$ cat src/design/assert_macros.svh
// assertion macros used by the depacketizer
`ifndef ASSERT_MACROS_SVH
`define ASSERT_MACROS_SVH

// clocked assertion, disabled while reset is asserted
`define ASSERT_CLK(label, clk, rst_n, prop, msg) \
    label: assert property (@(posedge clk) disable iff (!rst_n) prop) else $error(msg);

// clocked assertion that also holds during reset
`define ASSERT_ALWAYS(label, clk, prop, msg) \
    label: assert property (@(posedge clk) prop) else $error(msg);

`endif

$ cat src/design/h264rtp_pkg.sv
// ----------------------------------------------------------------------------
// h264rtp_pkg
// types and constants for the h.264 rtp depacketizer
// ----------------------------------------------------------------------------
`default_nettype none

package h264rtp_pkg;

    // parse position within a packet
    localparam logic [3:0] POS_NAL  = 4'd12;  // nal header or payload indicator
    localparam logic [3:0] POS_FUH  = 4'd13;  // fu header
    localparam logic [3:0] POS_PAY  = 4'd14;  // payload
    localparam logic [3:0] POS_IDLE = 4'd15;  // between packets

    // rtp header byte positions that the parser acts on
    localparam logic [3:0] POS_RTP_FIRST  = 4'd0;
    localparam logic [3:0] POS_RTP_MARKER = 4'd1;
    localparam logic [3:0] POS_RTP_SEQ_HI = 4'd2;
    localparam logic [3:0] POS_RTP_SEQ_LO = 4'd3;

    // nal unit types
    localparam logic [4:0] NAL_TYPE_MASK_LOW = 5'd1;
    localparam logic [4:0] NAL_TYPE_SINGLE_HI = 5'd23;
    localparam logic [4:0] NAL_TYPE_STAP_A   = 5'h18;
    localparam logic [4:0] NAL_TYPE_FU_A     = 5'h1C;

    localparam logic [7:0] START_CODE_LAST = 8'h01;

    // results per word: none, one byte, start code, start code and one byte
    localparam logic [2:0] RUN_NONE       = 3'd0;
    localparam logic [2:0] RUN_BYTE       = 3'd1;
    localparam logic [2:0] RUN_START      = 3'd4;
    localparam logic [2:0] RUN_START_BYTE = 3'd5;

    typedef enum logic [1:0] {
        KIND_DROP,
        KIND_SINGLE,
        KIND_STAP,
        KIND_FU
    } kind_t;

    typedef enum logic [1:0] {
        PHASE_LEN_HI,
        PHASE_LEN_LO,
        PHASE_NAL
    } phase_t;

endpackage

`default_nettype wire

$ cat src/design/h264_rtp_depacketizer.sv
// ----------------------------------------------------------------------------
// h264_rtp_depacketizer
// rtp packets carrying h.264, one byte per word, in; annex b byte stream out
// ----------------------------------------------------------------------------
// Each input word is parsed as it is accepted: the 12-byte rtp header is
// consumed (marker bit and sequence number kept), single nal packets and
// fu-a start fragments get a 00 00 00 01 start code and the nal header,
// stap-a packets are split on their 16-bit length prefixes with a start code
// per non-empty nal, and other packet types are dropped. The word's results
// (zero, one, four or five bytes) are loaded into a small run register that
// the output side drains at one byte per cycle while result_ready is high. A
// new input word is taken in the same cycle that the last byte of the
// previous run leaves, so payload flows at one byte per cycle when neither
// side stalls. A word with a start code holds the input until its whole run
// has left; words that make no output do not hold it. A word's first output
// byte is presented in the cycle after the word is accepted.
// sequence_gap flags the first output byte after a sequence number skip;
// unit_end flags the last byte made by the last word of a marked packet.
// ----------------------------------------------------------------------------
`default_nettype none

module h264_rtp_depacketizer
    import h264rtp_pkg::*;
(
    input  wire logic       clk,
    input  wire logic       rst_n,
    // input words
    input  wire logic       item_valid,
    output logic            item_ready,
    input  wire logic [7:0] data_byte,
    input  wire logic       packet_first,
    input  wire logic       packet_last,
    // result words
    output logic            result_valid,
    input  wire logic       result_ready,
    output logic [7:0]      out_byte,
    output logic            run_last,
    output logic            unit_end,
    output logic            sequence_gap
);

    // parser state
    logic [3:0]  position_reg, position_next;
    kind_t       kind_reg, kind_next;
    logic        marker_reg, marker_next;
    logic [2:0]  nri_reg, nri_next;
    phase_t      phase_reg, phase_next;
    logic [15:0] remaining_reg, remaining_next;
    logic [15:0] prev_seq_reg, prev_seq_next;
    logic        seq_valid_reg, seq_valid_next;
    logic [7:0]  seq_hi_reg, seq_hi_next;
    logic        gap_pending_reg, gap_pending_next;

    // run register: bytes still to send for the current word
    logic [2:0]  left_reg, left_next;
    logic        has_byte_reg, has_byte_next;
    logic [7:0]  byte_reg, byte_next;
    logic        first_reg;
    logic        ue_reg, ue_next;
    logic        gap_reg, gap_next;

    logic        in_accept;
    logic        out_accept;
    logic [2:0]  run_len;
    logic [15:0] seq_now;
    logic        gap_now;
    logic [4:0]  nal_type;

    // take a new word when the run register empties this cycle
    assign item_ready   = (left_reg == RUN_NONE) || (left_reg == RUN_BYTE && result_ready);
    assign in_accept    = item_valid && item_ready;
    assign result_valid = (left_reg != RUN_NONE);
    assign out_accept   = result_valid && result_ready;

    assign nal_type = data_byte[4:0];
    assign seq_now  = {seq_hi_reg, data_byte};

    // parse one word
    always_comb
    begin
        position_next    = position_reg;
        kind_next        = kind_reg;
        marker_next      = marker_reg;
        nri_next         = nri_reg;
        phase_next       = phase_reg;
        remaining_next   = remaining_reg;
        prev_seq_next    = prev_seq_reg;
        seq_valid_next   = seq_valid_reg;
        seq_hi_next      = seq_hi_reg;
        gap_now          = gap_pending_reg;
        run_len          = RUN_NONE;
        byte_next        = data_byte;

        // packet start restarts the header from any state
        if (packet_first)
        begin
            position_next = POS_RTP_FIRST;
            kind_next     = KIND_DROP;
        end

        if (position_next < POS_NAL)
        begin
            case (position_next)
                POS_RTP_FIRST:  marker_next = 1'b0;
                POS_RTP_MARKER: marker_next = data_byte[7];
                POS_RTP_SEQ_HI: seq_hi_next = data_byte;
                POS_RTP_SEQ_LO:
                begin
                    if (seq_valid_reg && (seq_now != prev_seq_reg + 16'd1))
                        gap_now = 1'b1;
                    prev_seq_next  = seq_now;
                    seq_valid_next = 1'b1;
                end
                default: ;
            endcase
            position_next = position_next + 4'd1;
        end
        else if (position_next == POS_NAL)
        begin
            if (nal_type >= NAL_TYPE_MASK_LOW && nal_type <= NAL_TYPE_SINGLE_HI)
            begin
                kind_next     = KIND_SINGLE;
                run_len       = RUN_START_BYTE;
                position_next = POS_PAY;
            end
            else if (nal_type == NAL_TYPE_STAP_A)
            begin
                kind_next      = KIND_STAP;
                phase_next     = PHASE_LEN_HI;
                remaining_next = 16'd0;
                position_next  = POS_PAY;
            end
            else if (nal_type == NAL_TYPE_FU_A)
            begin
                kind_next     = KIND_FU;
                nri_next      = data_byte[7:5];
                position_next = POS_FUH;
            end
            else
            begin
                kind_next     = KIND_DROP;
                position_next = POS_PAY;
            end
        end
        else if (position_next == POS_FUH)
        begin
            // start fragment rebuilds the nal header
            if (data_byte[7])
            begin
                run_len   = RUN_START_BYTE;
                byte_next = {nri_reg, data_byte[4:0]};
            end
            position_next = POS_PAY;
        end
        else if (position_next == POS_PAY)
        begin
            case (kind_next)
                KIND_SINGLE, KIND_FU: run_len = RUN_BYTE;
                KIND_STAP:
                begin
                    case (phase_reg)
                        PHASE_LEN_HI:
                        begin
                            remaining_next = {data_byte, 8'd0};
                            phase_next     = PHASE_LEN_LO;
                        end
                        PHASE_LEN_LO:
                        begin
                            remaining_next = {remaining_reg[15:8], data_byte};
                            if (remaining_next == 16'd0)
                                phase_next = PHASE_LEN_HI;
                            else
                            begin
                                run_len    = RUN_START;
                                phase_next = PHASE_NAL;
                            end
                        end
                        default:
                        begin
                            run_len        = RUN_BYTE;
                            remaining_next = remaining_reg - 16'd1;
                            if (remaining_next == 16'd0)
                                phase_next = PHASE_LEN_HI;
                        end
                    endcase
                end
                default: ;
            endcase
        end

        if (packet_last)
            position_next = POS_IDLE;

        // gap stays pending until a word emits something
        gap_pending_next = gap_now && (run_len == RUN_NONE);
        gap_next         = gap_now && (run_len != RUN_NONE);
        ue_next          = packet_last && marker_next;
        has_byte_next    = (run_len != RUN_START);
    end

    // run register next count
    always_comb
    begin
        if (in_accept)
            left_next = run_len;
        else if (out_accept)
            left_next = left_reg - 3'd1;
        else
            left_next = left_reg;
    end

    always_ff @(posedge clk or negedge rst_n)
    begin
        if (!rst_n)
        begin
            position_reg    <= POS_RTP_FIRST;
            kind_reg        <= KIND_DROP;
            marker_reg      <= 1'b0;
            nri_reg         <= 3'd0;
            phase_reg       <= PHASE_LEN_HI;
            remaining_reg   <= 16'd0;
            prev_seq_reg    <= 16'd0;
            seq_valid_reg   <= 1'b0;
            seq_hi_reg      <= 8'd0;
            gap_pending_reg <= 1'b0;
            left_reg        <= RUN_NONE;
            first_reg       <= 1'b0;
            ue_reg          <= 1'b0;
            gap_reg         <= 1'b0;
        end
        else
        begin
            left_reg <= left_next;
            if (in_accept)
            begin
                position_reg    <= position_next;
                kind_reg        <= kind_next;
                marker_reg      <= marker_next;
                nri_reg         <= nri_next;
                phase_reg       <= phase_next;
                remaining_reg   <= remaining_next;
                prev_seq_reg    <= prev_seq_next;
                seq_valid_reg   <= seq_valid_next;
                seq_hi_reg      <= seq_hi_next;
                gap_pending_reg <= gap_pending_next;
                first_reg       <= 1'b1;
                ue_reg          <= ue_next;
                gap_reg         <= gap_next;
            end
            else if (out_accept)
                first_reg <= 1'b0;
        end
    end

    // run payload
    always_ff @(posedge clk)
    begin
        if (in_accept)
        begin
            byte_reg     <= byte_next;
            has_byte_reg <= has_byte_next;
        end
    end

    // byte select: trailing data byte, start code 01, else start code 00
    always_comb
    begin
        if (left_reg == RUN_BYTE && has_byte_reg)
            out_byte = byte_reg;
        else if ((left_reg == RUN_BYTE) || (left_reg == 3'd2 && has_byte_reg))
            out_byte = START_CODE_LAST;
        else
            out_byte = 8'd0;
    end

    assign run_last     = (left_reg == RUN_BYTE);
    assign unit_end     = run_last && ue_reg;
    assign sequence_gap = first_reg && gap_reg;

`include "assert_macros.svh"

    `ASSERT_CLK(a_no_accept_mid_run, clk, rst_n, (left_reg > RUN_BYTE) |-> !item_ready, "input taken while a run is still pending")
    `ASSERT_CLK(a_unit_end_last, clk, rst_n, (result_valid && unit_end) |-> run_last, "unit_end away from the last byte of a run")
    `ASSERT_CLK(a_start_code_zero, clk, rst_n, (result_valid && first_reg && left_reg >= RUN_START) |-> (out_byte == 8'd0), "start code does not open with zero")
    `ASSERT_ALWAYS(a_run_len_range, clk, (left_reg <= RUN_START_BYTE), "run count out of range")

endmodule

`default_nettype wire

$ cat config.mk
export PLATFORM = sky130hd
export DESIGN_NAME = h264_rtp_depacketizer
export DESIGN_NICKNAME = d
export VERILOG_FILES = /design/src/design/h264rtp_pkg.sv /design/src/design/h264_rtp_depacketizer.sv
export VERILOG_INCLUDE_DIRS = /design/src /design/src/design
export SDC_FILE = /design/constraint.sdc
export NUM_CORES = 1
export LEC_CHECK = 0
export BUFFER_PORTS_ARGS = -buffer_cell sky130_fd_sc_hd__buf_2
export CORE_MARGIN = 2
export CORE_UTILIZATION = 61
export DETAILED_ROUTE_END_ITERATION = 6
export PLACE_DENSITY = 0.81
export SETUP_SLACK_MARGIN = 0.15
export SLEW_MARGIN = 20
export SYNTH_ARGS = -nofsm -noshare
export SYNTH_HDL_FRONTEND = slang
export SYNTH_SLANG_ARGS = --single-unit
$ cat constraint.sdc
create_clock -name clk -period 3.1 [get_ports clk]
set_input_delay 0.62 -clock clk [delete_from_list [all_inputs] [get_ports clk]]
set_output_delay 0.62 -clock clk [all_outputs]
set_load 0.05 [all_outputs]
**Word level (Yosys, flattened, before mapping)**

Cells that the tools add are included.

- Order comparisons: 3
- Eq/ne operators: 20
- Reductions and logical operators: 33
- Bitwise operators: 3
- Multiplexer cells: 54
- Add/subtract/negate cells: 4

Operators with widths:

| operator | number |
|---|---|
| two-way mux 16 bit | 6 |
| two-way mux 8 bit | 5 |
| two-way mux 2 bit | 17 |
| zero test 16 bit | 2 |
| case mux 16 bit (2 select lines) | 1 |
| two-way mux 3 bit | 9 |
| two-way mux 4 bit | 5 |
| adder 16 x 1 -> 16 bit (second input constant) | 1 |
| != test 16 bit | 1 |
| AND reduction 8 bit | 2 |
| subtractor 16 x 1 -> 16 bit (second input constant) | 1 |
| == test 4 bit (second input constant) | 3 |
| logical AND 1 bit | 12 |
| case mux 3 bit (2 select lines) | 2 |
| == test 5 bit (second input constant) | 2 |
| == test 4 x 2 -> 1 bit (second input constant) | 2 |
| two-way mux 1 bit | 7 |
| AND reduction 7 bit | 1 |
| zero test 3 bit | 2 |
| != test 2 bit (second input constant) | 3 |
| AND reduction 3 bit | 2 |
| AND reduction 6 bit | 1 |
| nonzero test 2 bit | 3 |
| nonzero test 3 bit | 2 |
| 20 further kinds | 25 |

- Flip-flop bits (word level): 69
- Word-level logic and storage cells: 134

**Longest topological paths before layout**

Gate-level depths: netlist of run 1.

- Depth in word-level cells: 10
- Gate-level depth with buffers: 12

**Worst setup path after synthesis of run 1**

No wires, ideal clock.

- Path kind: in2reg
- From: in packet_first
- To: reg phase_reg[0]
- Stages on the path: 12
- Arrival time: 2.683 ns
- Path buffers: 3
- Setup slack: 0.297 ns
- Required time: 2.980 ns
- Path through: buf_2 > nor2b_1 > inv_1 > ha_1 > clkbuf_1 > nor4b_1 > a21oi_1 > or4_4 > buf_6 > o21ai_1 > o31ai_1 > a31o_1

- Longest elaborated chain between the ends: 4
- Elaborated cells between the ends (all ways): 16

RTL lines:

| item | line | source |
|---|---|---|
| from (decl) | h264_rtp_depacketizer.sv:31 | `input wire logic packet_first,` |
| two-way mux 4 bit / two-way mux 2 bit (equally long branches) | h264_rtp_depacketizer.sv:95 | `if (packet_first)` |
| < comparator 4 bit, or another cell as far along | h264_rtp_depacketizer.sv:101 | `if (position_next < POS_NAL)` |
| NOT 1 bit (no line), or another cell as far along | -- |  |
| AND reduction 8 bit (no line) | -- |  |
| to (signal assigned) | h264_rtp_depacketizer.sv:240 | `phase_reg <= phase_next;` |
| to (decl) | h264_rtp_depacketizer.sv:47 | `phase_t phase_reg, phase_next;` |

Parallel ways exist; a longest one is shown, timed or not.
A chain may end at the register's enable or synchronous reset.

**Worst setup path in the final report of run 1**

- From: reg position_reg[0]
- To: reg phase_reg[0]

- Longest elaborated chain between the ends: 4
- Elaborated cells between the ends (all ways): 14

RTL lines:

| item | line | source |
|---|---|---|
| from (decl) | h264_rtp_depacketizer.sv:43 | `logic [3:0] position_reg, position_next;` |
| from (signal assigned) | h264_rtp_depacketizer.sv:236 | `position_reg <= position_next;` |
| two-way mux 4 bit * | h264_rtp_depacketizer.sv:95 |  |
| < comparator 4 bit, or another cell as far along | h264_rtp_depacketizer.sv:101 |  |
| NOT 1 bit (no line), or another cell as far along | -- |  |
| AND reduction 8 bit (no line) | -- |  |

Every way passes the cells marked *; elsewhere a longest branch is shown, timed or not.

==> results of run 1 <==
==> layout make-up <==
type | count | area [um2] | share of cell area, %
Tap cell | 96 | 120.1 | 2.520
Timing Repair Buffer | 35 | 197.7 | 4.147
Sequential cell | 69 | 1772 | 37.17
Clock inverter | 5 | 81.33 | 1.706
Inverter | 15 | 56.30 | 1.181
Clock buffer | 11 | 152.6 | 3.202
Multi-Input combinational cell | 350 | 2387 | 50.08
==> per-stage QoR <==
step / cells / power (uW) / utilization [%] / setup slack (ns)
2_1_floorplan: 460 / 2424 / - / 0.2974
3_3_place_gp: 565 / 2698 / 66.36 / 0.2561
3_5_place_dp: 565 / 2757 / 66.36 / 0.1289
4_1_cts: 581 / 3613 / 69.78 / 0.4345
5_1_grt: 581 / 3833 / 69.78 / 0.2534
6_report: 581 / 3612 / 69.78 / 0.4116
==> power groups by stage <==
stage / sequential (uW) / combinational [uW] / clock, uW
after floorplan: 1350 / 1070 / 0
after global placement: 1430 / 1270 / 0
after detailed placement: 1440 / 1310 / 0
after CTS: 1430 / 1320 / 861
after global routing: 1470 / 1460 / 905
final: 1440 / 1320 / 850
==> synthesized netlist by cell type (8+ instances only) <==
library cell  count
o21ai_0          20
clkbuf_1         17
mux2_2           30
o21ai_1          13
a21oi_1          24
xnor2_1          22
inv_1            14
nor2_1           23
and3_1           10
nor3_1           11
nor4_1            8
nand2_1          46
ha_1             11
nand3_1          15
nor3b_1          10
xor2_1            8
dfrtp_1          60
edfxtp_1          9
==> logic make-up (layout without fill, tap and decap cells) <==
logic type               after synthesis  after routing
adder cells (fa/ha/maj)               11             11
flip-flops                            69             69
XOR/XNOR                              30             30
AND/OR/NAND/NOR                      174            174
multiplexers                          32             32
buffers and inverters                 41             66
AO/OA/AOI/OAI                        103            103
==> worst max-delay path: stages (launching register included) <==
cell and delay, ns:
dfrtp_1 0.43, nor2b_1 0.33, inv_1 0.13, ha_1 0.26, nor4b_1 0.25, a21oi_1 0.07, or4_4 0.54, o21bai_4 0.23
o31ai_1 0.22, a31o_1 0.15
==> path summary, 6_finish.rpt <==
path,to,slack (ns),cells after the start
max,phase_reg[0],0.41,9
min,remaining_reg[5],0.24,1
max reg2reg,phase_reg[0],0.41,9
min reg2reg,ue_reg,0.48,2
max in group asynchronous,prev_seq_reg[14],1.95,2
min in group clk,ue_reg,0.48,2
==> routing by layer <==
layer  track usage (%)  vias up  routed length [um]
met2             45.25      143                4792
met3             5.224       23                 597
met5                 0        -                   0
met1             38.20     1712                4469
li1                  -     1713                   -
met4             9.091        0                 188
==> flow_metrics.tcl, run 1 <==
set metrics [dict create \
    status "completed" \
    p_leak_uw 0.002025 \
    synth_seq_cells 69 \
    std_cell_rows 30 \
    setup_tns_ns 0 \
    mostFrequentLayoutCell "dfrtp_1" \
    rsz0062_at_grt "no" \
    cp_max_fo 16 \
    cts_resized 0 \
    worstSetupEndpointType "flop" \
    syn_area_um2 4334 \
    initial_core_util_pct 63.44 \
    firstDrtPassIters 5 \
    htreeDepth 3 \
    routabilityCongestion 0.9454 \
    cts_tree "done" \
    postPlaceCellArea_um2 4533 \
    path_class "reg2reg" \
    fillers 529 \
    drt_iter0_drc 338 \
    hold_class "in2async" \
    vias 3591 \
    core_um2 6832 \
    track_usage_pct 27.94 \
    grt_pass1_wl_mm 16.65 \
    synth-seq-area-share_pct 40.88 \
    synth_adder_area_share_pct 3.176 \
    cts_setup_buffers 0 \
    drive_above_1_share_pct 18.14 \
    synth_xor_area_share_pct 6.062 \
    numPortBuffers 26 \
    clock-root-buffer "clkbuf_8" \
    cap_viol_max_count 0 \
    crit_start "position_reg[0]" \
    synth_mux_area_share_pct 8.256 \
    holdWs_ns 0.2376 \
    startpoint_type "flop" \
    switchingPower_uw 1408 \
    slew_violations 0 \
    place_hpwl_mm 7.118 \
    drc 0 \
    synth_compound_area_share_pct 15.44 \
    drtAntennaViolNets 0 \
    wirelength_mm 10.05 \
    yosys_warnings 0 \
    switching_share_pct 38.99 \
    cts_buffer_depth 2 \
    grt_pass1_vias 3305 \
    wl_per_cell_um 17.29 \
    path_clk_slew_ns 0.07 \
    die_w_um 88.29 \
    worst_ep_arrival_time_ns 2.97 \
    dieArea_um2 7795 \
    fmax_mhz 372.0 \
    ys_types 64 \
    period_share_pct 86.72 \
    num_antenna_cells 0 \
    gr-total-overflow 0 \
    irDropWorstVdd_mv 0.3102 \
    fin_area_um2 4767 \
    combPwrFrac_pct 36.6 \
    fin_nets 505 \
    cts-hold-fix-buffers 0 \
    pin_count 27 \
    grt_max_degree 42 \
    clk_latency_ns 0.35 \
    syn_inst 460 \
    synth-simple-area-share_pct 22.14 \
    numCtsBuffers 9 \
    intPower_uw 2203 \
    worstReg2RegStart "position_reg[0]" \
    area_delta_synth_final_pct 9.988 \
    max-slew-margin-rel_pct 61.72 \
    synthFlopType "dfrtp_1" \
    clockPowerShare_pct 23.5 \
    synth.area.top_cells "dfrtp_1, mux2_2, edfxtp_1, xnor2_1, nand2_1" \
    syn_nets 485 \
    clock-sinks 69 \
    yosys.area.top_type_share_pct 34.64 \
    sequentialPowerShare_pct 39.9 \
    synth_top_area_cell "dfrtp_1" \
    antenna_found_initial 0 \
    synth_top_family_by_area "simple AND/OR/NAND/NOR gates" \
    setup_violations 0 \
    synthArstFlopShare_pct 86.96 \
    die_h_um 88.29 \
    hold_viol 0 \
    synth_edf_count 9 \
    tightest_slew_ns 0.5730 \
    p_per_area_nw_per_um2 757.6 \
    final_cell_mix "dfrtp_1, nand2_1, mux2_2" \
    min_period_ns 2.688 \
    skew_ns 0.009420 \
    vias_per_cell 6.181 \
    crit_required_ns 3.38 \
    avgSynthCellArea_um2 9.422 \
]
No activity file was read; power rests on OpenSTA's default activity.
==> run 2: changes to the inputs <==
--- a/config.mk
+++ b/config.mk
@@ -7,6 +7,7 @@
 export NUM_CORES = 1
 export LEC_CHECK = 0
 export BUFFER_PORTS_ARGS = -buffer_cell sky130_fd_sc_hd__buf_2
+export CORE_ASPECT_RATIO = 1.75
 export CORE_MARGIN = 2
 export CORE_UTILIZATION = 61
 export DETAILED_ROUTE_END_ITERATION = 6
==> run 2 against run 1 <==
  * Sequential power about the same
  * Cell area increased by 1.2%
  * Routed wire length increased by 7.4%
  * Flip-flop and latch count unchanged
  * Largest cell class unchanged
==> flow_metrics.tcl, run 2 (same netlist as run 1, synthesis figures left out) <==
set metrics [dict create \
    grt_pass1_vias 3451 \
    slew_violations 0 \
    initial_core_util_pct 63.21 \
    drive_above_1_share_pct 17.73 \
    firstDrtPassIters 5 \
    routabilityCongestion 0.8899 \
    status "completed" \
    dieArea_um2 7822 \
    clock-root-buffer "clkbuf_16" \
    wl_per_cell_um 18.97 \
    hold_class "in2async" \
    cts_tree "done" \
    max-slew-margin-rel_pct 41.18 \
    fin_area_um2 4825 \
    path_class "reg2reg" \
    worst_ep_arrival_time_ns 2.96 \
    rsz0062_at_grt "no" \
    wirelength_mm 10.80 \
    grt_pass1_wl_mm 17.24 \
    fin_nets 505 \
    vias 3669 \
    worstSetupEndpointType "flop" \
    setup_tns_ns 0 \
    numCtsBuffers 9 \
    vias_per_cell 6.448 \
    irDropWorstVdd_mv 0.4637 \
    period_share_pct 87.17 \
    final_cell_mix "dfrtp_1, nand2_1, mux2_2" \
    antenna_found_initial 0 \
    cap_viol_max_count 0 \
    gr-total-overflow 0 \
    cts_buffer_depth 2 \
    p_per_area_nw_per_um2 803.2 \
    hold_viol 0 \
    fmax_mhz 370.1 \
    clk_latency_ns 0.34 \
    skew_ns 0.003190 \
    htreeDepth 3 \
    grt_max_degree 42 \
    path_clk_slew_ns 0.05 \
    setup_violations 0 \
    num_antenna_cells 0 \
    std_cell_rows 40 \
    clock-sinks 69 \
    die_w_um 67.72 \
    core_um2 6857 \
    drt_iter0_drc 334 \
    crit_required_ns 3.36 \
    regToRegSetupSlack_ns 0.40 \
    place_hpwl_mm 7.584 \
    pin_count 27 \
    cts-hold-fix-buffers 0 \
    area_delta_synth_final_pct 11.32 \
    cts_setup_buffers 0 \
    drtAntennaViolNets 0 \
    postPlaceCellArea_um2 4518 \
    fillers 511 \
    cp_max_fo 22 \
    drc 0 \
    track_usage_pct 29.99 \
    die_h_um 115.5 \
    mostFrequentLayoutCell "dfrtp_1" \
    numPortBuffers 26 \
    startpoint_type "flop" \
    p_leak_uw 0.002062 \
    min_period_ns 2.702 \
    cts_resized 0 \
    tightest_slew_ns 0.8823 \
]
-- run 2: cell types whose count changed in the layout (fill, tap and decap cells not counted), sizes merged --
cell,before,now
clkbuf,11,10
clkinv,3,5
clkinvlp,1,0
-- run 2: final cells by class --
class	count	area, um2	share of cell area [%]
multi-input combinational	350	2387	49.48
clock buffer	10	229.0	4.746
sequential	69	1772	36.72
clock inverter	6	77.57	1.608
timing repair buffer	35	197.7	4.098
tap	84	105.1	2.178
inverter	15	56.30	1.167
-- run 2: path summary, 6_finish.rpt --
check / from / cells past startpoint / end
max reg2reg: left_reg[1] / 8 / remaining_reg[5]
max: left_reg[1] / 8 / remaining_reg[5]
min reg2reg: ue_reg / 2 / ue_reg
min: rst_n / 1 / prev_seq_reg[13]
max in group asynchronous: rst_n / 2 / position_reg[3]
min in group clk: ue_reg / 2 / ue_reg
-- run 2: critical path, stage by stage (launching register included) --
cell and delay (ns):
dfrtp_1 0.41, inv_1 0.12, ha_1 0.21, a21oi_1 0.08, or3b_1 0.52, or4_4 0.68, nor4b_1 0.35, a311oi_1 0.08
o21ai_1 0.16
-- run 2: where the power goes --
| group | internal, uW | switching, uW | leakage (uW) |
|---|---|---|---|
| combinational | 554 | 803 | 0.00105 |
| sequential | 1160 | 286 | 0.000864 |
| clock | 695 | 375 | 0.000151 |
-- run 2: metrics by stage --
step                      cells  hold WS (ns)  total power [uW]  util, %  setup slack (ns)
final                       569        0.4036              3875    70.37            0.3978
after global routing        569        0.4826              4080    70.37            0.2754
after CTS                   569        0.4367              3874    70.37            0.4096
after detailed placement    553        0.4600              2788    65.89            0.2126
after global placement      553        0.4512              2723    65.89            0.2986
after floorplan             460        0.3244              2424        -            0.2974
-- run 2: metal layers --
metal | vias up | wire, um | GRT usage, %
met5 | - | 0 | 0
met4 | 0 | 307 | 14.15
met3 | 33 | 547 | 4.563
met2 | 140 | 5933 | 53.14
met1 | 1780 | 4007 | 34.35
li1 | 1716 | - | -
